[config.mk]
export PLATFORM = sky130hd
export DESIGN_NAME = nshc_step
export DESIGN_NICKNAME = d
export VERILOG_FILES = /design/src/rtl/core/nshc_pkg.sv /design/src/rtl/core/nshc_step.sv
export SDC_FILE = /design/constraint.sdc
export NUM_CORES = 1
export LEC_CHECK = 0
export CORE_MARGIN = 5
export CORE_UTILIZATION = 28
export DETAILED_ROUTE_END_ITERATION = 7
export DONT_BUFFER_PORTS = 1
export MAX_ROUTING_LAYER = met4
export PLACE_DENSITY = 0.39
export SYNTH_ARGS = -nofsm -noshare
export SYNTH_HDL_FRONTEND = slang
export SYNTH_SLANG_ARGS = --single-unit
[constraint.sdc]
create_clock -name vclk -period 11.9
set_input_delay 0.595 -clock vclk [all_inputs]
set_output_delay 0.595 -clock vclk [all_outputs]
set_load 0.01 [all_outputs]
[src/rtl/core/nshc_pkg.sv]
// Package for the netstring header checker: types, codes and constants.
// No dependencies.
package nshc_pkg;

	localparam int unsigned HeaderWindowDef = 32;

	// parse phases
	localparam logic [1:0] PH_IDLE    = 2'd0;
	localparam logic [1:0] PH_HEADER  = 2'd1;
	localparam logic [1:0] PH_PAYLOAD = 2'd2;

	// status codes
	localparam logic [2:0] ST_OK       = 3'd0;
	localparam logic [2:0] ST_SHORT    = 3'd1;
	localparam logic [2:0] ST_NOCOLON  = 3'd2;
	localparam logic [2:0] ST_BADDIGIT = 3'd3;
	localparam logic [2:0] ST_OVERFLOW = 3'd4;
	localparam logic [2:0] ST_EMPTY    = 3'd5;
	localparam logic [2:0] ST_EXCEEDS  = 3'd6;
	localparam logic [2:0] ST_NOCOMMA  = 3'd7;

	localparam logic [7:0] Ch0      = 8'h30;
	localparam logic [7:0] Ch9      = 8'h39;
	localparam logic [7:0] ChColon  = 8'h3A;
	localparam logic [7:0] ChComma  = 8'h2C;
	localparam logic [31:0] MinFrame = 32'd3;

	typedef struct packed {
		logic [1:0]  phase;
		logic [31:0] byte_index;
		logic [63:0] length_accum;
		logic        overflow_seen;
		logic        bad_digit_seen;
		logic [31:0] latched_buffer_length;
		logic [31:0] comma_position;
		logic [5:0]  colon_position;
	} state_t;

	typedef struct packed {
		logic [2:0]  status;
		logic [31:0] payload_length;
		logic [5:0]  payload_offset;
	} result_t;

endpackage

[src/rtl/core/nshc_step.sv]
// Per-byte parser step: next state and optional result for one item.
// Depends on nshc_pkg.
module nshc_step import nshc_pkg::*; #(
	parameter int unsigned HEADER_WINDOW = HeaderWindowDef
) (
	input  state_t      st,
	input  logic [7:0]  data_byte,
	input  logic        frame_start,
	input  logic [31:0] buffer_length,
	output state_t      st_nxt,
	output logic        res_valid,
	output result_t     res
);

	localparam logic [31:0] WinLimit = 32'(HEADER_WINDOW);

	state_t      cur;
	logic [31:0] limit;
	logic        is_colon;
	logic        is_digit;
	logic [3:0]  digit;
	logic [67:0] acc_x10;
	logic        ovf_step;
	logic [5:0]  pos;
	logic [64:0] frame_end;
	logic        frame_fits;
	logic [31:0] acc_sat;
	logic [31:0] idx_inc;
	logic [32:0] hdr_next;
	logic        hdr_last;

	always_comb begin
		cur = st;
		if (frame_start) begin
			cur = '0;
			cur.phase = PH_HEADER;
			cur.latched_buffer_length = buffer_length;
		end

		limit    = (cur.latched_buffer_length < WinLimit) ? cur.latched_buffer_length : WinLimit;
		is_colon = (data_byte == ChColon);
		is_digit = (data_byte >= Ch0) && (data_byte <= Ch9);
		digit    = 4'(data_byte - Ch0);
		// accum * 10 + digit, kept wide so a carry past 64 bits shows
		acc_x10  = {1'b0, cur.length_accum, 3'b000} + {3'b000, cur.length_accum, 1'b0}
			+ {64'd0, digit};
		ovf_step = |acc_x10[67:64];

		pos        = cur.byte_index[5:0];
		frame_end  = {1'b0, cur.length_accum} + 65'(pos) + 65'd2;
		frame_fits = (frame_end <= {33'd0, cur.latched_buffer_length});
		acc_sat    = (|cur.length_accum[63:32]) ? '1 : cur.length_accum[31:0];
		idx_inc    = cur.byte_index + 32'd1;
		hdr_next   = {1'b0, cur.byte_index} + 33'd1;
		hdr_last   = (hdr_next >= {1'b0, limit});

		st_nxt    = cur;
		res_valid = 1'b0;
		res       = '0;

		if (frame_start && (buffer_length < MinFrame)) begin
			res_valid    = 1'b1;
			res.status   = ST_SHORT;
			st_nxt.phase = PH_IDLE;
		end else begin
			unique case (cur.phase)
				PH_HEADER: begin
					if (is_colon) begin
						st_nxt.colon_position = pos;
						if (cur.bad_digit_seen) begin
							res_valid  = 1'b1;
							res.status = ST_BADDIGIT;
						end else if (pos == 6'd0) begin
							res_valid  = 1'b1;
							res.status = ST_EMPTY;
						end else if (cur.overflow_seen) begin
							res_valid          = 1'b1;
							res.status         = ST_OVERFLOW;
							res.payload_length = '1;
						end else if (!frame_fits) begin
							res_valid          = 1'b1;
							res.status         = ST_EXCEEDS;
							res.payload_length = acc_sat;
						end else begin
							// fits, so the length is below 2^32
							st_nxt.comma_position = 32'(pos) + 32'd1 + cur.length_accum[31:0];
							st_nxt.phase          = PH_PAYLOAD;
						end
						if (res_valid) begin
							st_nxt.phase = PH_IDLE;
						end
					end else begin
						if (is_digit) begin
							if (!cur.overflow_seen) begin
								if (ovf_step) begin
									st_nxt.overflow_seen = 1'b1;
								end else begin
									st_nxt.length_accum = acc_x10[63:0];
								end
							end
						end else begin
							st_nxt.bad_digit_seen = 1'b1;
						end
						if (hdr_last) begin
							res_valid    = 1'b1;
							res.status   = ST_NOCOLON;
							st_nxt.phase = PH_IDLE;
						end else begin
							st_nxt.byte_index = idx_inc;
						end
					end
				end
				PH_PAYLOAD: begin
					st_nxt.byte_index = idx_inc;
					if (idx_inc == cur.comma_position) begin
						res_valid          = 1'b1;
						res.payload_length = acc_sat;
						st_nxt.phase       = PH_IDLE;
						if (data_byte == ChComma) begin
							res.status         = ST_OK;
							res.payload_offset = cur.colon_position + 6'd1;
						end else begin
							res.status = ST_NOCOMMA;
						end
					end
				end
				PH_IDLE: ;
				default: ;
			endcase
		end
	end

endmodule

==> run_results.csv <==
group,metric,value,unit
setup_path,worst_path_max_delay_cell,"a2111oi_1",
yosys,synth_top_area_share,17.92,%
timing,totalNegativeSetupSlack,0,ps
layout,diodes,0,
hold_path,worst_hold_path_type,"input port to output port",
grt,met3_usage,5.302,%
setup_path,critical_path.startpoint_type,"input port",
layout,final.fill_count,5716,
drt,drt_wl_total,80490,um
clock_tree,count_of_instances_resized_after_the_clock_tree_is_built,0,
status,run_status,"completed",
timing,rsz_0062_raised_after_global_routing,"no",
setup_path,worstPathCellList,"inv_2 -> buf_4 -> nand2_1 -> fa_1 -> nor2b_1 -> a2111oi_1 -> or2_2 -> or3_1 -> nor2_1 -> xnor2_1 -> ha_1 -> nand4_1 -> nor4_1 -> and3_1 -> a211o_1 -> o2111ai_1 -> nor4_1 -> and4_1 -> nand2_2 -> nor3_2 -> a32o_1",
floorplanning,die_h,237.2,um
timing,max_clock_freq,114.9,MHz
drt,routed_via_density,5.993,
run,max_cap_viol_count,0,
grt,global_route.usage.total,27.23,%
yosys,average_cell_area_after_synthesis,6.576,sq um
setup_path,timing.critical_path.fanout_max,160,
floorplanning,die_area,0.05627,sq mm
timing,worst-slew-pin-transition,1297,ps
yosys,synth.yosys.seq_area_share,0,%
layout,syn_to_final_growth,4.458,%
drt,wl_per_cell,28.72,um
yosys,yosys-top-cells-area,"ha_1 (18%), xnor2_1 (7.6%), nand2_1 (5.9%)",
timing,setup_viol,0,
drt,dr.first_iter.drc_count,1267,
grt,global_route.peak_usage_layer,"met2",
yosys,syn_area,0.01446,sq mm
power_and_ir_drop,total_leakage_power,6.421,nW
hold_path,min_delay_path_depth,1,
power_and_ir_drop,netSwitchingPower,0.3476,mW
yosys,synthCells,2198,
grt,grt_max_degree,161,
power_and_ir_drop,switching_share,65.91,%
timing,period_minus_slack,8705,ps
setup_path,cp.arrival,8110,ps
layout,layout.sequential_cells,0,
timing,drv_slew,0,
power_and_ir_drop,internal_power,0.1798,mW
place,place_hpwl,68110,um
setup_path,timing.critical_path.required,11310,ps
clock_tree,post-cts-setup-buffers,0,
grt,gr-total-overflow,0,
hold_path,hold_path_end,"st_nxt[139]",
grt,global_route.usage.met2,46.26,%
drt,via_count,16790,
timing,hold_viol_final,0,
grt,grt_pass1_wl,114600,um
power_and_ir_drop,power.share.clock,0,%
yosys,synth.yosys.warnings,0,
layout,multi_input_area,0.01364,sq mm
yosys,synth_cell_type_count,93,
drt,dr.pass1.iters,7,
place,portBuffers,0,
timing,final.hold.worst_slack,1282,ps
power_and_ir_drop,power.sequential.fraction,0,%
grt,groute.layer.met1.usage,34.08,%
drt,drtAntennaViolNets,0,
setup_path,cpPeakStageDelay,930,ps
hold_path,launch_instance_of_the_worst_min_delay_path,"frame_start",
power_and_ir_drop,vdd_drop_max,20.29,uV
floorplanning,floorplan.initialDensity,28.23,%
grt,number_of_global_route_vias_before_repair,16080,
drt,post-route-drc-count,0,
layout,post_route_cells_drive_above_1_share,4.288,%
layout,post_layout_net_count,2546,
grt,antenna_found_initial,2,
layout,clkbuf_count,0,
layout,sequential_cell_area,0,sq um
yosys,synth.largest_area_cell,"ha_1",
power_and_ir_drop,areal_power_density_over_the_cells,34.92,mW/mm^2
floorplanning,design.core.area,0.05120,sq mm
floorplanning,chipWidth,237.2,um
floorplanning,num_io_pins,423,
power_and_ir_drop,power.combinational.fraction,100.0,%
timing,timing.slew.headroom,12.45,%
floorplanning,fp-row-count,83,
timing,final_clock_period_utilization_by_the_worst_path,73.16,%
setup_path,timing.critical_path.mode_cell,"nor4_1",
setup_path,cp-end-kind,"output port",
clock_tree,post_cts_hold_buffer_count,0,
setup_path,worstSetupPathType,"input port to output port",
place,routabilityCongestion,0.9634,
## power by group through the flow
| stage | Clock (mW) | Sequential (mW) | Combinational (mW) |
|---|---|---|---|
| global placement | 0 | 0 | 0.522 |
| finish | 0 | 0 | 0.527 |
| floorplan | 0 | 0 | 0.379 |
| global route | 0 | 0 | 0.574 |
| detailed placement | 0 | 0 | 0.521 |
| CTS | 0 | 0 | 0.524 |
## worst max-delay path, delay by kind of cell
| family | cells | cell delay (ps) |
|---|---|---|
| buffers and inverters | 2 | 940 |
| adder cells (fa/ha/maj) | 2 | 930 |
| XOR/XNOR | 1 | 130 |
| AND/OR/NAND/NOR | 12 | 3870 |
| AO/OA/AOI/OAI | 4 | 1560 |
## how the worst max path moves through the flow
stage | start | end | slack, ps | depth (start not counted)
after floorplan | frame_start | st_nxt[37] | 3270 | 34
after global placement | frame_start | st_nxt[32] | 3650 | 21
after detailed placement | frame_start | st_nxt[32] | 3360 | 21
after CTS | frame_start | st_nxt[32] | 3330 | 21
after global routing | frame_start | st_nxt[32] | 2780 | 21
final | frame_start | st_nxt[32] | 3190 | 21
## cell families after synthesis
logic type	synth area share (%)
other	0.02594
AOI/OAI and AO/OA	22.64
adders and majority gates	18.47
and+or+nand+nor	34.98
muxes	5.808
buffers and inverters	6.518
xor gates and xnor gates	11.56
## final cells by class
type                            count  area share [%]
Inverter                           97           2.411
Timing Repair Buffer               33           1.641
Tap cell                          680           5.635
Multi-Input combinational cell   1992           90.31
## routing by layer
layer	up-vias	wire length [um]
li1	7874	-
met4	0	1833
met1	8197	34400
met2	637	38610
met3	84	5642
met5	-	0
## per-stage QoR
step	instances	area [sq um]	power (mW)	utilization [%]	worst slack [ps]
floorplan	2223	14550	0.3794	-	3269
global placement	2802	15100	0.5225	29.49	3648
detailed placement	2802	15100	0.5209	29.49	3362
CTS	2802	15100	0.5239	29.49	3332
global route	2802	15100	0.5736	29.49	2785
finish	2802	15100	0.5273	29.49	3195
## layout by cell type (no fill, tap or decap), types with 10 or more instances in the layout
cell	n
xor2_1	63
ha_1	207
a21oi_1	137
nand3_1	83
and2_1	14
and3_1	39
nor2_1	186
a31oi_1	16
nor4_1	34
or4_1	10
nand2_1	226
and4_1	14
o21a_1	15
a21o_1	53
o211ai_1	11
or2_2	15
a211oi_1	28
nand2b_1	18
conb_1	26
or3_1	28
o21bai_1	10
nor3_1	79
nand4_1	79
mux2i_1	76
a22o_1	23
o21ai_0	130
inv_1	93
buf_4	33
nor2b_1	85
o22ai_1	11
xnor2_1	126
## Yosys cell counts, drive strengths merged (28+ instances only)
cell type,n
a21oi,137
nor3,83
buf,42
nand3,83
nor2,187
o21ai,130
a211oi,28
and3,39
nor4,40
ha,207
clkbuf,92
nand2,227
nor2b,86
a21o,53
nand4,82
inv,95
xnor2,127
or3,29
xor2,63
mux2i,76
(Power assumes the default switching activity.)
